**src/hdl/ugns_pkg.sv**
```systemverilog
// Shared types, codes and field widths of the uniform grid neighbor search core.
package ugns_pkg;

   localparam int ID_W    = 16;
   localparam int POS_W   = 24;
   localparam int RAD_W   = 23;
   localparam int RR_W    = 2 * RAD_W;
   localparam int DVD_W   = 26;
   localparam int REQ_W   = 112;
   localparam int RSP_W   = 24;
   localparam int Q_DEPTH = 2;

   localparam logic [1:0] KIND_INSERT = 2'd0;
   localparam logic [1:0] KIND_REMOVE = 2'd1;
   localparam logic [1:0] KIND_QUERY  = 2'd2;

   localparam logic [2:0] ST_OK          = 3'd0;
   localparam logic [2:0] ST_HIT         = 3'd1;
   localparam logic [2:0] ST_NO_HITS     = 3'd2;
   localparam logic [2:0] ST_FULL        = 3'd3;
   localparam logic [2:0] ST_OUTSIDE     = 3'd4;
   localparam logic [2:0] ST_NOT_PRESENT = 3'd5;
   localparam logic [2:0] ST_TRUNCATED   = 3'd6;

   localparam logic [2:0] CSR_MIN_X = 3'd0;
   localparam logic [2:0] CSR_MIN_Y = 3'd1;
   localparam logic [2:0] CSR_MIN_Z = 3'd2;
   localparam logic [2:0] CSR_MAX_X = 3'd3;
   localparam logic [2:0] CSR_MAX_Y = 3'd4;
   localparam logic [2:0] CSR_MAX_Z = 3'd5;
   localparam logic [2:0] CSR_EDGE  = 3'd6;

   typedef struct packed {
      logic [1:0]       kind;
      logic [ID_W-1:0]  particle_id;
      logic [POS_W-1:0] pos_x;
      logic [POS_W-1:0] pos_y;
      logic [POS_W-1:0] pos_z;
      logic [RAD_W-1:0] search_radius;
      logic [RR_W-1:0]  radius_sq;
   } item_type;

   typedef struct packed {
      logic [ID_W-1:0]  particle_id;
      logic [POS_W-1:0] pos_x;
      logic [POS_W-1:0] pos_y;
      logic [POS_W-1:0] pos_z;
   } entry_type;

   typedef struct packed {
      logic [2:0][POS_W-1:0] grid_min;
      logic [2:0][POS_W-1:0] grid_max;
      logic [RAD_W-1:0]      cell_edge;
   } cfg_type;

   typedef enum logic [1:0] {
      PH_SPAN,
      PH_LO,
      PH_HI
   } phase_type;

   typedef enum logic [4:0] {
      S_CLEAR,
      S_IDLE,
      S_DIV_GO,
      S_DIV_WAIT,
      S_ROUTE,
      S_CELL_A,
      S_CELL_B,
      S_FILL_RD,
      S_FILL_CHK,
      S_REM_RD,
      S_REM_CMP,
      S_REM_MOVE,
      S_QRY_RD,
      S_QRY_DIFF,
      S_QRY_SQ,
      S_QRY_SUM,
      S_QRY_CMP,
      S_QRY_EMIT,
      S_QRY_ADV,
      S_QRY_NEXT,
      S_QRY_END,
      S_RESULT
   } back_state_type;

endpackage

```
**src/hdl/ugns_queue.sv**
```systemverilog
// Two-entry queue between the front end and the back end.
module ugns_queue (
   input  logic               clock,
   input  logic               reset,
   input  logic               push,
   input  ugns_pkg::item_type push_item,
   input  logic               pop,
   output ugns_pkg::item_type head,
   output logic               full,
   output logic               empty
);

   localparam int PW = $clog2(ugns_pkg::Q_DEPTH);
   localparam int CW = $clog2(ugns_pkg::Q_DEPTH + 1);

   ugns_pkg::item_type slot_ff [ugns_pkg::Q_DEPTH];
   logic [PW-1:0]      wr_ff, wr_in;
   logic [PW-1:0]      rd_ff, rd_in;
   logic [CW-1:0]      cnt_ff, cnt_in;

   always_comb begin
      full   = cnt_ff == CW'(ugns_pkg::Q_DEPTH);
      empty  = cnt_ff == '0;
      head   = slot_ff[rd_ff];
      wr_in  = push ? wr_ff + PW'(1) : wr_ff;
      rd_in  = pop ? rd_ff + PW'(1) : rd_ff;
      cnt_in = cnt_ff + CW'(push) - CW'(pop);
   end

   always_ff @(posedge clock) begin
      if (push) begin
         slot_ff[wr_ff] <= push_item;
      end
      if (reset) begin
         wr_ff  <= '0;
         rd_ff  <= '0;
         cnt_ff <= '0;
      end else begin
         wr_ff  <= wr_in;
         rd_ff  <= rd_in;
         cnt_ff <= cnt_in;
      end
   end

endmodule

```
**config.mk**
```make
export PLATFORM = sky130hd
export DESIGN_NAME = ugns_queue
export DESIGN_NICKNAME = d
export VERILOG_FILES = /design/src/hdl/ugns_pkg.sv /design/src/hdl/ugns_queue.sv
export SDC_FILE = /design/constraint.sdc
export NUM_CORES = 1
export LEC_CHECK = 0
export BUFFER_PORTS_ARGS = -buffer_cell sky130_fd_sc_hd__buf_2
export CORE_UTILIZATION = 48
export DETAILED_ROUTE_END_ITERATION = 16
export PLACE_DENSITY = 0.74
export SLEW_MARGIN = 20
export SYNTH_ARGS = -nofsm -noshare
export SYNTH_HDL_FRONTEND = slang
export SYNTH_SLANG_ARGS = --single-unit
```
**constraint.sdc**
```tcl
create_clock -name clock -period 22.2 [get_ports clock]
set_input_delay 4.44 -clock clock [delete_from_list [all_inputs] [get_ports clock]]
set_output_delay 4.44 -clock clock [all_outputs]
set_load 0.01 [all_outputs]
```
==> impl_metrics.csv <==
group,metric,value,unit
cts,cts_tree,"done",
power,p_comb_share,11.1,%
global_routing,grt_max_degree,73,
global_routing,grt_antenna_before_repair,6,
die,design.core.area,24500,sq um
global_routing,gr-total-overflow,0,
power,power,0.00141,W
finish,layout.nets,1029,
cts,clkTransAtPathRegs,0.05,ns
sta,hold_violations,0,
setup_path,critPathArrivalTime,2.82,ns
flow_run,cap_violations,0,
setup_path,crit_required,17.76,ns
setup_path,startpoint_type,"flop",
global_routing,grt_use_met1,19.8,%
placed_design,dp_hpwl,14.9,mm
logic_synthesis,synth_warnings,0,
logic_synthesis,synth_seq_area_share,79.7,%
cts,htree_levels,2,
finish,n_fill_cell,1834,
worst_hold_path,hold_path_class,"reg2reg",
placed_design,port_buffers,323,
global_routing,grt_pass1_wl,33.1,mm
run_status,outcome,"finished clean",
die,dieArea,25900,sq um
route,dr_total_vias,5903,
cts,cts_setup_buffers,0,
global_routing,first_global_vias,6122,
sta,tns,0,ns
die,dieHeight,161,microns
cts,cts.sinks,323,
cts,cts_inserted_buffers,35,
finish,final_util,61.4,%
sta,fin_worst_skew,0.00981,ns
die,die_w,161,microns
setup_path,path_class,"reg2out",
placed_design,place_area,14000,sq um
logic_synthesis,postSynthAreaPerCell,23.5,sq um
placed_design,gp_congestion,0.731,
power,pwr-share-seq,51.6,%
sta,whs,0.528,ns
route,ant_nets,0,
cts,clk_latency,0.49,ns
sta,slew_viol_final,0,
logic_synthesis,synth_seq_cells,323,
sta,fin_crit_sh,32.7,%
sta,setup_violations,0,
sta,tightestPinTransition,1.00,ns
power,p_sw_share,21.5,%
setup_path,cp_max_fo,59,
cts,cts-resized-gates,0,
global_routing,grt.total_usage,16.9,%
cts,clock-root-buffer,"clkbuf_16",
die,initial_core_util,49.4,%
route,drc,0,
sta,rsz0062_at_grt,"no",
logic_synthesis,netlist-cell-type-count,13,
setup_path,cp-end-kind,"output port",
route,drt-total-wl,22.6,mm
route,dr.pass1.iters,4,
logic_synthesis,synth_area,12100,sq um
power,powerDensity,93.5,nW/um^2
finish,final_area,15100,sq um
power,power_switching,0.000303,W
power,p_leak,5.89,nW
finish,drive_gt1_share,60.5,%
global_routing,busiest_layer,"met2",
logic_synthesis,netlist_instances,516,
route,wl_per_cell,18.7,microns
cts,holdBufCountCts,0,
power,intPower,0.00111,W
die,rows,57,
die,io_pins,324,
cts,clockBufferDepth,3,
power,worst_ir_drop_vdd,0.0000702,V
sta,layout_min_cycle_time,7.26,ns
sta,fmax,138,MHz
logic_synthesis,synthesis.nets,681,
global_routing,grtUsageMet2,28.6,%
route,viasPerCell,4.87,
global_routing,grtUsageMet3,6.46,%
sta,slew_headroom,33.3,%
power,p_clk_share,37.3,%
route,drt_iter0_drc,288,
finish,syn_to_final_growth,24.4,%
## path summary, 6_finish.rpt
| path | cells after the start | start | endpoint | slack, ns |
|---|---|---|---|---|
| worst max-delay path | 3 | flop | head[33] | 14.94 |
| worst min-delay path | 2 | rd_ff | flop | 0.53 |
| worst max register to register | 2 | wr_ff | slot_ff[0][145] | 19.75 |
| worst min register to register | 2 | rd_ff | flop | 0.53 |
## metrics by stage
step / instances / setup WS (ns)
after floorplan: 516 / 10.19
after detailed placement: 1151 / 15.38
after global placement: 1151 / 15.37
final: 1211 / 14.94
after global routing: 1211 / 14.78
after CTS: 1210 / 14.87
## final cells by class
cell class	count	area [sq um]	area share (%)
diodes	1	2.50	0.0166
well taps	324	405	2.69
clock buffers	42	945	6.27
inverters	2	7.51	0.0498
repair buffers	329	1660	11.0
clock inverters	17	103	0.681
flip-flops and latches	323	9650	64.1
multi-input cells	173	2290	15.2
## Yosys cell counts
library cell	count	area [sq um]
edfxtp_1	318	9550
xnor2_1	2	17.5
mux2_4	101	1520
dfxtp_1	5	100
buf_2	4	20.0
buf_6	14	158
ha_1	2	25.0
nor2_1	5	18.8
mux2_2	58	653
xnor3_1	1	22.5
inv_1	2	7.51
nor2b_1	3	18.8
and2_1	1	6.26
## cell families (layout without fill, tap and decap cells)
kind of cell / Yosys count / in the layout / synth area share [%]
other cells: 0 / 1 / 0
mux: 159 / 159 / 17.9
buf+inv: 20 / 390 / 1.53
simple gates: 9 / 9 / 0.362
xor+xnor: 3 / 3 / 0.331
flops: 323 / 323 / 79.7
fa+ha+maj: 2 / 2 / 0.207
## registers in the layout, summed over array words and instances, names as in the netlist, named ones only
name / flops
slot_ff: 318
cnt_ff: 2
rd_ff: 1
wr_ff: 1
## power by group through the flow
stage	Sequential (W)	Combinational, W	Clock, W
after floorplan	0.000739	0.000102	0
after global placement	0.000738	0.000156	0
after detailed placement	0.000739	0.000159	0
after CTS	0.000727	0.000160	0.000541
after global routing	0.000729	0.000168	0.000563
final	0.000727	0.000157	0.000525
## critical path: stages (launching register included)
cell     delay (ns)
dfxtp_4        0.86
buf_4          0.84
mux2_2         0.43
buf_2          0.14
## layout by cell type, fill, tap and decap left out
cell | synthesis | routed
clkbuf_16 | 0 | 37
clkinv_2 | 0 | 6
mux2_4 | 101 | 101
mux2_2 | 58 | 58
nor2b_1 | 3 | 2
buf_2 | 4 | 323
nor2_1 | 5 | 5
xnor2_1 | 2 | 2
diode_2 | 0 | 1
dfxtp_1 | 5 | 4
nor2b_4 | 0 | 1
xnor3_1 | 1 | 1
clkbuf_1 | 0 | 5
inv_1 | 2 | 2
bufinv_16 | 0 | 1
clkinv_4 | 0 | 1
ha_1 | 2 | 2
edfxtp_1 | 318 | 318
dfxtp_4 | 0 | 1
clkinv_1 | 0 | 9
buf_4 | 0 | 6
and2_4 | 0 | 1
## routing by layer
metal	vias to the layer above	wire length [microns]
met5	-	41
met4	6	499
met3	40	2110
met2	251	11300
met1	2850	8650
li1	2756	-
Power figures use the tool's default switching activity.
