`config.mk`:
```
export PLATFORM = sky130hd
export DESIGN_NAME = ugns_front
export DESIGN_NICKNAME = d
export VERILOG_FILES = /design/src/hdl/ugns_pkg.sv /design/src/hdl/ugns_front.sv
export SDC_FILE = /design/constraint.sdc
export NUM_CORES = 1
export LEC_CHECK = 0
export BUFFER_PORTS_ARGS = -buffer_cell sky130_fd_sc_hd__buf_4
export CAP_MARGIN = 40
export CORE_MARGIN = 2
export CORE_UTILIZATION = 60
export DETAILED_ROUTE_END_ITERATION = 16
export PLACE_DENSITY = 0.92
export SYNTH_ARGS = -nofsm -noshare
export SYNTH_HDL_FRONTEND = slang
export SYNTH_SLANG_ARGS = --single-unit
```
`constraint.sdc`:
```
create_clock -name clock -period 19.2 [get_ports clock]
set_input_delay 4.8 -clock clock [delete_from_list [all_inputs] [get_ports clock]]
set_output_delay 4.8 -clock clock [all_outputs]
set_load 0.02 [all_outputs]
```
`src/hdl/ugns_pkg.sv`:
```
// Shared types, codes and field widths of the uniform grid neighbor search core.
package ugns_pkg;

   localparam int ID_W    = 16;
   localparam int POS_W   = 24;
   localparam int RAD_W   = 23;
   localparam int RR_W    = 2 * RAD_W;
   localparam int DVD_W   = 26;
   localparam int REQ_W   = 112;
   localparam int RSP_W   = 24;
   localparam int Q_DEPTH = 2;

   localparam logic [1:0] KIND_INSERT = 2'd0;
   localparam logic [1:0] KIND_REMOVE = 2'd1;
   localparam logic [1:0] KIND_QUERY  = 2'd2;

   localparam logic [2:0] ST_OK          = 3'd0;
   localparam logic [2:0] ST_HIT         = 3'd1;
   localparam logic [2:0] ST_NO_HITS     = 3'd2;
   localparam logic [2:0] ST_FULL        = 3'd3;
   localparam logic [2:0] ST_OUTSIDE     = 3'd4;
   localparam logic [2:0] ST_NOT_PRESENT = 3'd5;
   localparam logic [2:0] ST_TRUNCATED   = 3'd6;

   localparam logic [2:0] CSR_MIN_X = 3'd0;
   localparam logic [2:0] CSR_MIN_Y = 3'd1;
   localparam logic [2:0] CSR_MIN_Z = 3'd2;
   localparam logic [2:0] CSR_MAX_X = 3'd3;
   localparam logic [2:0] CSR_MAX_Y = 3'd4;
   localparam logic [2:0] CSR_MAX_Z = 3'd5;
   localparam logic [2:0] CSR_EDGE  = 3'd6;

   typedef struct packed {
      logic [1:0]       kind;
      logic [ID_W-1:0]  particle_id;
      logic [POS_W-1:0] pos_x;
      logic [POS_W-1:0] pos_y;
      logic [POS_W-1:0] pos_z;
      logic [RAD_W-1:0] search_radius;
      logic [RR_W-1:0]  radius_sq;
   } item_type;

   typedef struct packed {
      logic [ID_W-1:0]  particle_id;
      logic [POS_W-1:0] pos_x;
      logic [POS_W-1:0] pos_y;
      logic [POS_W-1:0] pos_z;
   } entry_type;

   typedef struct packed {
      logic [2:0][POS_W-1:0] grid_min;
      logic [2:0][POS_W-1:0] grid_max;
      logic [RAD_W-1:0]      cell_edge;
   } cfg_type;

   typedef enum logic [1:0] {
      PH_SPAN,
      PH_LO,
      PH_HI
   } phase_type;

   typedef enum logic [4:0] {
      S_CLEAR,
      S_IDLE,
      S_DIV_GO,
      S_DIV_WAIT,
      S_ROUTE,
      S_CELL_A,
      S_CELL_B,
      S_FILL_RD,
      S_FILL_CHK,
      S_REM_RD,
      S_REM_CMP,
      S_REM_MOVE,
      S_QRY_RD,
      S_QRY_DIFF,
      S_QRY_SQ,
      S_QRY_SUM,
      S_QRY_CMP,
      S_QRY_EMIT,
      S_QRY_ADV,
      S_QRY_NEXT,
      S_QRY_END,
      S_RESULT
   } back_state_type;

endpackage

```
`src/hdl/ugns_front.sv`:
```
// Front end: takes request transactions, drops unknown kinds, squares the radius.
module ugns_front (
   input  logic                       clock,
   input  logic                       reset,
   input  logic                       req_tvalid,
   output logic                       req_tready,
   input  logic [ugns_pkg::REQ_W-1:0] req_tdata,
   input  logic [1:0]                 req_tuser,
   input  logic                       accept_en,
   input  logic                       q_full,
   output logic                       q_push,
   output ugns_pkg::item_type         q_item
);

   logic                stage_valid_ff, stage_valid_in;
   ugns_pkg::item_type  stage_ff, stage_in;
   logic                take;
   logic                known;

   always_comb begin
      req_tready = accept_en && (!stage_valid_ff || !q_full);
      take       = req_tvalid && req_tready;
      known      = req_tuser inside {ugns_pkg::KIND_INSERT, ugns_pkg::KIND_REMOVE,
                                     ugns_pkg::KIND_QUERY};
      q_push     = stage_valid_ff && !q_full;

      stage_valid_in = stage_valid_ff;
      if (q_push) begin
         stage_valid_in = 1'b0;
      end
      if (take && known) begin
         stage_valid_in = 1'b1;
      end

      stage_in = stage_ff;
      if (take) begin
         stage_in.kind          = req_tuser;
         stage_in.particle_id   = req_tdata[15:0];
         stage_in.pos_x         = req_tdata[39:16];
         stage_in.pos_y         = req_tdata[63:40];
         stage_in.pos_z         = req_tdata[87:64];
         stage_in.search_radius = req_tdata[110:88];
         stage_in.radius_sq     = ugns_pkg::RR_W'(req_tdata[110:88]) *
                                  ugns_pkg::RR_W'(req_tdata[110:88]);
      end
   end

   always_ff @(posedge clock) begin
      stage_ff <= stage_in;
      if (reset) begin
         stage_valid_ff <= 1'b0;
      end else begin
         stage_valid_ff <= stage_valid_in;
      end
   end

   assign q_item = stage_ff;

endmodule

```
==> results.toml <==
[clocking]
post-cts-setup-buffer-count = 0
clk_latency_ns = 0.45
cts_root_buffer = "clkbuf_16"
clock_sinks = 158
cts_resized = 0
cts_buffers = 17
cts_htree_levels = 4
path_clk_slew_ns = 0.07
cts_tree = "yes"
cts_buffer_depth = 2
cts_hold_buffers = 0

[synth]
synthFlopType = "edfxtp_1"
syn_inst = 1834
synth_top_cell_area_share_pct = 38.7
synth_compound_area_share_pct = 4.51
synthAdderAreaFrac_pct = 49.6
synthXorXnorAreaFrac_pct = 2.42
synth-simple-area-share_pct = 8.97
synthTopCellsByCount = "500 x inv_1, 385 x fa_1, 174 x ha_1"
avgSynthCellArea_um2 = 10.9
muxShareOfSynthArea_pct = 0.170
netlist_area_um2 = 19900
async_reset_ff_share_pct = 0
yosys_warnings = 0
yosysMostFrequentCell = "inv_1"
synth_edf_count = 157
ys_types = 56
ys_ff_latch = 158
yosysSeqAreaShare_pct = 23.8
synth_area_leaders = "fa_1 39%, edfxtp_1 24%, ha_1 11%"
syn-num-nets = 2512
synth_top_family_by_area = "adder cells"
synth_top_cell_by_area = "fa_1"

[timing]
setup_viol = 0
fin_crit_ns = 11.72
report.final.slew_viol_count = 0
clock_skew_ns = 0.0110
final_hold_viol_count = 0
fmax_ghz = 0.0853
tightestPinTransition_ns = 0.745
fin_crit_sh_pct = 61.0
relSlewSlack_pct = 50.0
rsz0062_at_grt = "false"
final.setup.tns_ns = 0

[worst_setup_path]
worstPathCellList = "buf_4, and2_1, inv_1, fa_1, inv_1, fa_1, inv_1, fa_1, inv_1, fa_1, fa_1, fa_1, fa_1, ha_1, a21oi_1, o21ai_0, or4_1, o211a_1, o21ai_1, a31oi_1, o22ai_1, o21ai_0, xor2_1"
path_common_cell = "fa_1"
start_kind = "primary input"
cpPeakStageDelay_ns = 0.59
required_ns = 19.40
arrival_ns = 11.92
r2r_cells = 4
critPathSlowestCell = "fa_1"
endpoint_kind = "flip-flop"
path_max_fanout = 25
critical_path_class = "primary input to flip-flop"

[floorplan]
dieArea_um2 = 34700
coreArea_um2 = 32600
row_count = 66
die_x_um = 186
die_y_um = 186
start_util_pct = 61.0
ios = 280

[routing]
avgRoutedWirePerCell_um = 19.1
drt-initial-drc-count = 955
totalWireLength_um = 48400
drc = 0
ant_nets = 0
via_count = 14000
first_pass_iters = 5
vias_per_cell = 5.52

[global_route]
grt_pass1_vias = 15600
busiest_layer = "met2"
grt_pass1_wl_um = 76800
grt_max_degree = 68
grt_usage_pct = 29.3
gr-usage-met2_pct = 52.6
gr-usage-met1_pct = 33.3
grt_overflow_total = 0
antenna_found_initial = 0
grt_use_met3_pct = 6.21

[hold_path]
hold_class = "flip-flop to flip-flop"
min_path_cells = 2

[final_layout]
drive_above_1_share_pct = 15.7
fillCellCount = 2206
multi_input_area_um2 = 13100
n_antenna_cell = 0
regArea_um2 = 4730
final_core_util_pct = 70.3
syn_to_final_growth_pct = 15.2
fin_nets = 2757

[place]
io_buffer_count = 277
globalplace.congestion = 0.936
dp_hpwl_um = 38400

[run]
timing.max_cap.violations = 0

[status]
status = "complete, no violations"
## state kept, by name (all words and copies together) (netlist names)
register,flops
q_item,157
stage_valid_ff,1
## cells by family (layout without fill, tap and decap cells)
family          Yosys count  count (layout)
buf+inv                 554             812
flops                   158             158
fa+ha+maj               559             559
other cells               1               1
mux                       3               3
compound gates          140             140
xor+xnor                 55              55
simple gates            364             364
## area by class of cell
type,instances,area share [%]
timing repair buffer,280,9.30
multi-input combinational,1122,57.1
tap,442,2.41
clock inverter,14,0.551
clock buffer,18,1.87
inverter,500,8.18
sequential,158,20.6
## cell usage in the layout (no fill, tap or decap), types with 3 or more instances in the layout
| cell | synthesis | final |
|---|---|---|
| o21bai_1 | 6 | 6 |
| xnor2_1 | 37 | 37 |
| a211oi_1 | 3 | 3 |
| nor2_1 | 46 | 46 |
| inv_8 | 0 | 3 |
| xor2_1 | 18 | 18 |
| a31oi_1 | 6 | 6 |
| buf_4 | 2 | 278 |
| edfxtp_1 | 157 | 157 |
| o21ai_0 | 26 | 26 |
| nor2b_1 | 11 | 11 |
| a31o_2 | 3 | 3 |
| fa_1 | 385 | 385 |
| clkbuf_16 | 0 | 17 |
| and4_1 | 3 | 3 |
| a21o_1 | 21 | 21 |
| a21oi_1 | 49 | 49 |
| ha_1 | 174 | 174 |
| inv_1 | 500 | 500 |
| o31ai_1 | 3 | 3 |
| o21a_1 | 6 | 6 |
| nand3_1 | 6 | 6 |
| mux2_2 | 3 | 3 |
| nand2b_1 | 4 | 4 |
| nand4_1 | 8 | 8 |
| and3_1 | 7 | 6 |
| nor3_1 | 4 | 4 |
| nand2_1 | 155 | 155 |
| clkinvlp_4 | 0 | 3 |
| inv_6 | 0 | 5 |
| and2_1 | 109 | 109 |
## per-layer routing
layer,share of wire (%),wire length [um]
met1,34,16400
met4,4.9,2370
met3,8.7,4220
met5,0,0
met2,52,25300
## final timing paths
kind / slack, ns / endpoint / from
max: 7.48 / q_item[42]$_DFFE_PP_ / req_tdata[101]
min: 0.52 / stage_valid_ff$_SDFFE_PP0P_ / stage_valid_ff$_SDFFE_PP0P_
max reg2reg: 17.31 / q_item[124]$_DFFE_PP_ / stage_valid_ff$_SDFFE_PP0P_
min reg2reg: 0.52 / stage_valid_ff$_SDFFE_PP0P_ / stage_valid_ff$_SDFFE_PP0P_
## per-stage QoR
stage               hold slack (ns)  setup slack (ns)  instance area, um2  instances
floorplan                     0.450              7.82               19900       1834
CTS                           0.528              7.57               22900       2534
global route                  0.554              7.24               22900       2534
global placement              0.476              7.31               22300       2500
finish                        0.519              7.48               22900       2534
detailed placement            0.516              7.13               22400       2502
## critical path, delay by kind of cell
family / cells / cell delay [ns]
simple gates: 2 / 0.67
buf+inv: 5 / 0.57
fa+ha+maj: 8 / 3.94
compound gates: 7 / 1.74
xor+xnor: 1 / 0.17
Power is left out: the tool's default activity adds up to more than one toggle a clock period on the data nets, which glitch-free logic cannot reach.
